===== config.mk =====
export PLATFORM = sky130hd
export DESIGN_NAME = atom_stream_chunk_offset_patcher
export DESIGN_NICKNAME = d
export VERILOG_FILES = /design/src/hw/rtl/asco_pkg.sv /design/src/hw/rtl/asco_parse.sv /design/src/hw/rtl/asco_outq.sv /design/src/hw/rtl/atom_stream_chunk_offset_patcher.sv
export SDC_FILE = /design/constraint.sdc
export NUM_CORES = 1
export LEC_CHECK = 0
export BUFFER_PORTS_ARGS = -buffer_cell sky130_fd_sc_hd__buf_2
export CAP_MARGIN = 5
export CORE_MARGIN = 4
export CORE_UTILIZATION = 44
export CTS_CLUSTER_DIAMETER = 80
export DETAILED_ROUTE_END_ITERATION = 10
export PLACE_DENSITY = 0.61
export SLEW_MARGIN = 10
export SYNTH_ARGS = -nofsm -noshare
export SYNTH_HDL_FRONTEND = slang
export SYNTH_SLANG_ARGS = --single-unit

===== constraint.sdc =====
create_clock -name clk -period 8.1 [get_ports clk]
set_input_delay 1.62 -clock clk [delete_from_list [all_inputs] [get_ports clk]]
set_output_delay 1.62 -clock clk [all_outputs]
set_load 0.05 [all_outputs]

===== src/hw/rtl/asco_pkg.sv =====
// asco_pkg: shared constants and types of the chunk-offset patcher.
// Parse phase codes, atom tags, output queue sizing and the result group type.
// No dependencies.
package asco_pkg;

	// Parse phases
	localparam logic [2:0] PH_HEADER   = 3'd0;
	localparam logic [2:0] PH_VERFLAGS = 3'd1;
	localparam logic [2:0] PH_COUNT    = 3'd2;
	localparam logic [2:0] PH_ENTRY    = 3'd3;
	localparam logic [2:0] PH_PAYLOAD  = 3'd4;

	// Atom tags, big-endian ASCII
	localparam logic [31:0] TAG_TRAK = 32'h7472_616B;
	localparam logic [31:0] TAG_MDIA = 32'h6D64_6961;
	localparam logic [31:0] TAG_MINF = 32'h6D69_6E66;
	localparam logic [31:0] TAG_STBL = 32'h7374_626C;
	localparam logic [31:0] TAG_STCO = 32'h7374_636F;

	localparam int unsigned HDR_BYTES = 8;

	// Result group: up to four bytes caused by one item
	localparam int unsigned GRP_MAX = 4;
	localparam int unsigned GRP_CW  = $clog2(GRP_MAX + 1);

	// Output queue
	localparam int unsigned QDEPTH = 8;
	localparam int unsigned QAW    = $clog2(QDEPTH);
	localparam int unsigned QCW    = QAW + 1;

	typedef struct packed {
		logic [GRP_CW-1:0]        n;
		logic [GRP_MAX-1:0][7:0]  data;
		logic [GRP_MAX-1:0]       last;
	} grp_t;

endpackage


===== src/hw/rtl/asco_parse.sv =====
// asco_parse: input register, atom parse state and the byte rewrite logic.
// Produces one result group per consumed item. Depends on asco_pkg.
module asco_parse (
	input  logic              clk,
	input  logic              arst_n,
	input  logic              in_valid,
	output logic              in_stall,
	input  logic [7:0]        data_byte,
	input  logic              atom_start,
	input  logic [31:0]       offset_add,
	input  logic              room,
	output logic              grp_we,
	output asco_pkg::grp_t    grp
);
	import asco_pkg::*;

	logic        vld_s1;
	logic [7:0]  byte_s1;
	logic        start_s1;

	logic [2:0]  phase_q, phase_d;
	logic [2:0]  idx_q, idx_d;
	logic [63:0] hdr_q, hdr_d;
	logic [23:0] part_q, part_d;
	logic [31:0] rem_q, rem_d;
	logic [31:0] left_q, left_d;

	logic        accept;
	logic        consume;

	assign consume  = vld_s1 && room;
	assign in_stall = vld_s1 && !room;
	assign accept   = in_valid && !in_stall;
	assign grp_we   = consume;

	// input stage
	always_ff @(posedge clk or negedge arst_n) begin
		if (!arst_n) begin
			vld_s1 <= 1'b0;
		end else if (accept) begin
			vld_s1 <= 1'b1;
		end else if (consume) begin
			vld_s1 <= 1'b0;
		end
	end

	always_ff @(posedge clk) begin
		if (accept) begin
			byte_s1  <= data_byte;
			start_s1 <= atom_start;
		end
	end

	always_comb begin
		logic [2:0]  ph;
		logic [2:0]  ix;
		logic [63:0] hs;
		logic [23:0] pt;
		logic [2:0]  ix4;
		logic [31:0] cnt;
		logic [31:0] sum;
		logic [31:0] size;
		logic [31:0] tag;
		ph  = start_s1 ? PH_HEADER : phase_q;
		ix  = start_s1 ? 3'd0 : idx_q;
		hs  = start_s1 ? 64'd0 : hdr_q;
		pt  = start_s1 ? 24'd0 : part_q;
		ix4 = {1'b0, ix[1:0] + 2'd1};
		cnt = {left_q[23:0], byte_s1};
		sum = {pt, byte_s1} + offset_add;
		size = 32'd0;
		tag  = 32'd0;

		phase_d = ph;
		idx_d   = ix;
		hdr_d   = hs;
		part_d  = pt;
		rem_d   = rem_q;
		left_d  = left_q;

		grp.n    = GRP_CW'(1);
		grp.data = '0;
		grp.last = '0;
		grp.data[0] = byte_s1;
		grp.last[0] = 1'b1;

		case (ph)
			PH_HEADER: begin
				hdr_d = {hs[55:0], byte_s1};
				idx_d = ix + 3'd1;
				size  = hdr_d[63:32];
				tag   = hdr_d[31:0];
				if (idx_d == 3'd0) begin
					if (tag inside {TAG_TRAK, TAG_MDIA, TAG_MINF, TAG_STBL}) begin
						hdr_d = '0;
					end else if (tag == TAG_STCO) begin
						phase_d = PH_VERFLAGS;
						left_d  = '0;
					end else if (size > 32'(HDR_BYTES)) begin
						phase_d = PH_PAYLOAD;
						rem_d   = size - 32'(HDR_BYTES);
					end else begin
						hdr_d = '0;
					end
				end
			end
			PH_VERFLAGS: begin
				idx_d = ix4;
				if (ix4 == 3'd0) begin
					phase_d = PH_COUNT;
					left_d  = '0;
				end
			end
			PH_COUNT: begin
				idx_d  = ix4;
				left_d = cnt;
				if (ix4 == 3'd0) begin
					if (cnt == 32'd0) begin
						phase_d = PH_HEADER;
						hdr_d   = '0;
					end else begin
						phase_d = PH_ENTRY;
						part_d  = '0;
					end
				end
			end
			PH_ENTRY: begin
				if (ix < 3'd3) begin
					// collect the upper bytes of the entry, emit nothing yet
					part_d = {pt[15:0], byte_s1};
					idx_d  = ix + 3'd1;
					grp.n  = '0;
				end else begin
					grp.n    = GRP_CW'(GRP_MAX);
					grp.data = {sum[7:0], sum[15:8], sum[23:16], sum[31:24]};
					grp.last = 4'b1000;
					part_d   = '0;
					idx_d    = '0;
					left_d   = left_q - 32'd1;
					if (left_d == 32'd0) begin
						phase_d = PH_HEADER;
						hdr_d   = '0;
					end
				end
			end
			PH_PAYLOAD: begin
				if (rem_q != 32'd0) begin
					rem_d = rem_q - 32'd1;
				end
				if (rem_d == 32'd0) begin
					phase_d = PH_HEADER;
					idx_d   = '0;
					hdr_d   = '0;
				end
			end
			default: begin
				// unknown phase code: restart with this byte as header byte 0
				phase_d = PH_HEADER;
				hdr_d   = {56'd0, byte_s1};
				idx_d   = 3'd1;
			end
		endcase
	end

	always_ff @(posedge clk or negedge arst_n) begin
		if (!arst_n) begin
			phase_q <= PH_HEADER;
			idx_q   <= '0;
			hdr_q   <= '0;
			part_q  <= '0;
			rem_q   <= '0;
			left_q  <= '0;
		end else if (consume) begin
			phase_q <= phase_d;
			idx_q   <= idx_d;
			hdr_q   <= hdr_d;
			part_q  <= part_d;
			rem_q   <= rem_d;
			left_q  <= left_d;
		end
	end

endmodule


===== src/hw/rtl/asco_outq.sv =====
// asco_outq: output queue that takes a group of up to four bytes per cycle
// and hands out one byte per cycle while out_stall is low. Depends on asco_pkg.
module asco_outq (
	input  logic              clk,
	input  logic              arst_n,
	input  logic              grp_we,
	input  asco_pkg::grp_t    grp,
	output logic              room,
	output logic              out_valid,
	input  logic              out_stall,
	output logic [7:0]        out_byte,
	output logic              last_of_run
);
	import asco_pkg::*;

	logic [QDEPTH-1:0][8:0] mem_q;
	logic [QAW-1:0]         wr_q;
	logic [QAW-1:0]         rd_q;
	logic [QCW-1:0]         cnt_q;
	logic [GRP_CW-1:0]      push_n;
	logic                   pop;

	assign push_n    = grp_we ? grp.n : '0;
	assign pop       = out_valid && !out_stall;
	assign out_valid = cnt_q != '0;
	assign room      = cnt_q <= QCW'(QDEPTH - GRP_MAX);
	assign out_byte    = mem_q[rd_q][8:1];
	assign last_of_run = mem_q[rd_q][0];

	always_ff @(posedge clk) begin
		for (int k = 0; k < GRP_MAX; k++) begin
			if (GRP_CW'(k) < push_n) begin
				mem_q[wr_q + QAW'(k)] <= {grp.data[k], grp.last[k]};
			end
		end
	end

	always_ff @(posedge clk or negedge arst_n) begin
		if (!arst_n) begin
			wr_q  <= '0;
			rd_q  <= '0;
			cnt_q <= '0;
		end else begin
			wr_q  <= wr_q + QAW'(push_n);
			rd_q  <= rd_q + QAW'(pop);
			cnt_q <= cnt_q + QCW'(push_n) - QCW'(pop);
		end
	end

endmodule


===== src/hw/rtl/atom_stream_chunk_offset_patcher.sv =====
// Top level of the movie atom chunk-offset patcher.
// Instantiates asco_parse and asco_outq; depends on asco_pkg.
//
// The block takes the body of a movie atom one byte per item and returns it
// rewritten. Atom headers (8-byte size and tag) pass through; trak, mdia,
// minf and stbl are descended into; the version/flags word and entry count of
// an stco atom pass through, and every 32-bit entry after them comes out with
// offset_add added (mod 2^32), as four bytes released when the entry's fourth
// byte arrives; all other payload bytes pass verbatim. A size below 8 counts
// as an empty payload. Raise atom_start with the first header byte to restart
// parsing. Rate: one item per cycle; an item passes the input register and
// then the output queue. The sole limit is the 8-byte output queue, which takes
// a four-byte burst in one cycle and drains one byte per cycle: with the
// output taken every cycle the input stalls only while more than four bytes
// are queued. Write offset_add only while the block is idle; the write is
// always taken at once.
module atom_stream_chunk_offset_patcher (
	input  logic        clk,
	input  logic        arst_n,
	input  logic        in_valid,
	output logic        in_stall,
	input  logic [7:0]  data_byte,
	input  logic        atom_start,
	output logic        out_valid,
	input  logic        out_stall,
	output logic [7:0]  out_byte,
	output logic        last_of_run,
	input  logic        cfg_valid,
	output logic        cfg_ready,
	input  logic [31:0] cfg_data
);
	import asco_pkg::*;

	logic [31:0] offset_q;
	logic        room;
	logic        grp_we;
	grp_t        grp;

	// Configuration: a single register, taken on any write.
	assign cfg_ready = 1'b1;

	always_ff @(posedge clk or negedge arst_n) begin
		if (!arst_n) begin
			offset_q <= '0;
		end else if (cfg_valid && cfg_ready) begin
			offset_q <= cfg_data;
		end
	end

	// Input register, parse state and rewrite; hold the item while the
	// queue lacks room for a full group.
	asco_parse u_parse (
		.clk        (clk),
		.arst_n     (arst_n),
		.in_valid   (in_valid),
		.in_stall   (in_stall),
		.data_byte  (data_byte),
		.atom_start (atom_start),
		.offset_add (offset_q),
		.room       (room),
		.grp_we     (grp_we),
		.grp        (grp)
	);

	// Result queue: absorb the four-byte bursts, advance one byte a cycle unless stalled.
	asco_outq u_outq (
		.clk         (clk),
		.arst_n      (arst_n),
		.grp_we      (grp_we),
		.grp         (grp),
		.room        (room),
		.out_valid   (out_valid),
		.out_stall   (out_stall),
		.out_byte    (out_byte),
		.last_of_run (last_of_run)
	);

endmodule


==> impl_results.md <==
- Status: complete, no violations
- P_leak: 8.46 nW
- Worst-path clk slew: 0.06 ns
- Cell Area, Placed: 0.0198 mm2
- Vias in the first global route: 18,052
- Peak supply drop: 456 uV
- CTS root buffer: clkbuf_16
- Least-Margin Pin Slew: 1.24 ns
- Syn Area/Cell: 8.12 um2
- Final worst path period need: 5.28 ns
- Core ar.: 0.0431 mm2
- Die width: 217 um
- Final hold violation count: 0
- Finish-stage setup viols: 0
- RSZ-0062 raised after global routing: no
- Synthesized Nets: 2,441
- Wire per inst: 23.6 um
- Power Dens Cells: 387 mW/mm2
- Slew Limit Fails: 0
- NumNets Final: 2,391
- Sink Count: 274
- Data required, critical path: 8.51 ns
- CP Max Fanout: 9
- Overall Power: 8.11 mW
- Area taken by flip-flops and latches: 0.00654 mm2
- HP Class: reg2reg
- Die height: 217 um
- Fmax: 0.189 GHz
- Final Cell Area: 0.0210 mm2
- ANT cells: 0
- Detail Route Antenna Nets: 0
- FFs w/ async S/R, synth: 0.704
- Syn-to-layout area delta: 9.36%
- Share of the yosys chip area belonging to registers: 0.341
- Initial antenna violation count: 0
- Total wire length: 69.0 mm
- Final worst setup slack: 2.82 ns
- Mapped Area: 0.0192 mm2
- 1st-pass router iterations: 6
- Cells after Synth: 2,361
- Tcrit/Tclk final: 0.652
- Multi-input logic area: 0.0118 mm2
- Remaining DRCs: 0
- Worst setup SP type: flip-flop
- Via count: 19,297
- Io pins: 58
- Post-synth top area cell: dfrtp_1
- Row count: 76
- Share of cells above drive strength 1: 0.0971
- CTS max path bufs: 3
- Port buffer count: 56
- Yosys reg bits: 274
- TritonCTS clock tree: yes
- Synth cell types: 88
- Max-cap violations: 0
- Filler cells: 4,170
- Synth area leaders: dfrtp_1 25%, dfxtp_1 7.5%, o21ai_0 5.2%
- Hold_ws: 0.473 ns
- Hold_buf cts: 0
- Vias per cell: 6.60
- Crit end category: flip-flop
- Rel. slew slack: 0.169
- Ys Warns: 0
- EDFF count, synth: 9
- Pin count of the biggest net entering global routing: 70
- Initial Util: 0.445
- Ys flop type: dfrtp_1
- Pre-CTS WS: 3.04 ns
- Crit Path Class: reg2reg
- Die Area: 0.0470 mm2
- GR Util All Layers: 0.285
- Most frequent cell after synthesis: nor2_1
- Post-synth top area share: 0.252
- Synth cell count leaders: 248 x nor2_1, 247 x nand2_1, 200 x o21ai_0
- H-tree levels: 2
- Post-CTS Setup Bufs: 0
- Initial drt markers: 2,348
- CTS resizes: 0
- Sum of negative setup slack: 0 ns
- Clk_lat worst skew: 0.56 ns
- Gpl congestion: 1.04
- First-pass GRT wire length: 107 mm
- Final global-route overflow total: 0
- CTS buffer count: 34
- Arr. time, crit path: 5.69 ns
- Clk_skew: 0.0206 ns
- DP HPWL: 47.7 mm
-- where the power goes --
part,switching [mW],leakage (nW),internal (mW)
clock network,0.644,0.576,0.997
registers,0.463,3.26,1.73
logic,2.71,4.62,1.56
-- kinds of logic after synthesis --
group	count (synthesis)	synth area share
XOR/XNOR	81	0.0370
adder cells (fa/ha/maj)	34	0.0230
flip-flops	274	0.341
other	1	0.000196
multiplexers	65	0.0480
AO/OA/AOI/OAI	818	0.288
AND/OR/NAND/NOR	858	0.215
buffers and inverters	230	0.0477
-- metrics by stage --
step	cells	utilization
6_report	2922	0.487
5_1_grt	2922	0.487
4_1_cts	2922	0.487
3_5_place_dp	2860	0.459
3_3_place_gp	2860	0.459
2_1_floorplan	2361	-
-- critical path: stages, from the launching register on --
cell      delay (ns)
edfxtp_1        0.58
ha_1            0.27
inv_1           0.06
fa_1            0.39
nand2b_1        0.21
a211oi_1        0.45
o32ai_1         0.25
a221oi_1        0.76
nand3_1         0.27
a21oi_1         0.28
o21ai_0         0.12
a31oi_1         0.84
nand2_1         0.17
a221oi_1        0.33
o221ai_1        0.15
-- flip-flops by register name (all words and copies together) (netlist names) --
register	count
u_parse.left_q	32
u_parse.start_s1	1
u_parse.idx_q	3
u_outq.cnt_q	4
u_parse.byte_s1	8
u_parse.phase_q	3
u_parse.rem_q	32
offset_q	32
u_parse.vld_s1	1
u_parse.hdr_q	56
u_outq.mem_q	72
u_outq.wr_q	3
u_outq.rd_q	3
u_parse.part_q	24
-- worst paths after layout --
path,start,end,depth (start not counted),slack [ns]
worst min register to register,u_outq.mem_q[9],u_outq.mem_q[9],2,0.47
min in group asynchronous,arst_n,u_parse.rem_q[7],1,1.03
worst max register to register,u_parse.byte_s1[0],u_outq.mem_q[59],14,2.82
worst min-delay path,u_outq.mem_q[9],u_outq.mem_q[9],2,0.47
worst max-delay path,u_parse.byte_s1[0],u_outq.mem_q[59],14,2.82
max in group asynchronous,arst_n,u_outq.wr_q[2],2,5.77
-- placed cells by master, fill, tap and decap left out, types with 15 or more instances in the layout --
cell and n:
a211oi_1 20, a21o_1 15, a21oi_1 143, a221oi_1 18, a22o_1 97, a22oi_1 29, a31oi_1 40, and2_1 24
buf_2 55, buf_4 37, clkbuf_16 37, dfrtp_1 193, dfxtp_1 72, ha_1 32, inv_1 50, mux2_2 36
mux4_2 18, nand2_1 246, nand2b_1 20, nand3_1 41, nand4_1 22, nor2_1 246, nor2b_1 38, nor3_1 85
nor4_1 28, o211ai_1 29, o21a_1 15, o21ai_0 199, o221ai_1 22, o22a_1 18, o22ai_1 46, o31ai_1 23
or3_1 27, or4_1 15, xnor2_1 50, xor2_1 31
-- layout make-up --
type                    count  share of cell area
clock buffers              49              0.0482
well taps                 585              0.0349
flip-flops and latches    274               0.312
inverters                  51             0.00913
multi-input cells        1857               0.561
clock inverters            13             0.00805
repair buffers             93              0.0270
-- per-layer routing --
metal / part of all wire / up-vias / routed length [um] / global-route usage
met3: 0.094 / 191 / 6490 / 0.0630
li1: - / 8747 / - / -
met5: 0 / - / 0 / 0
met2: 0.43 / 980 / 29500 / 0.420
met4: 0.041 / 0 / 2850 / 0.112
met1: 0.44 / 9379 / 30200 / 0.407
Power figures use the tool's default switching activity.
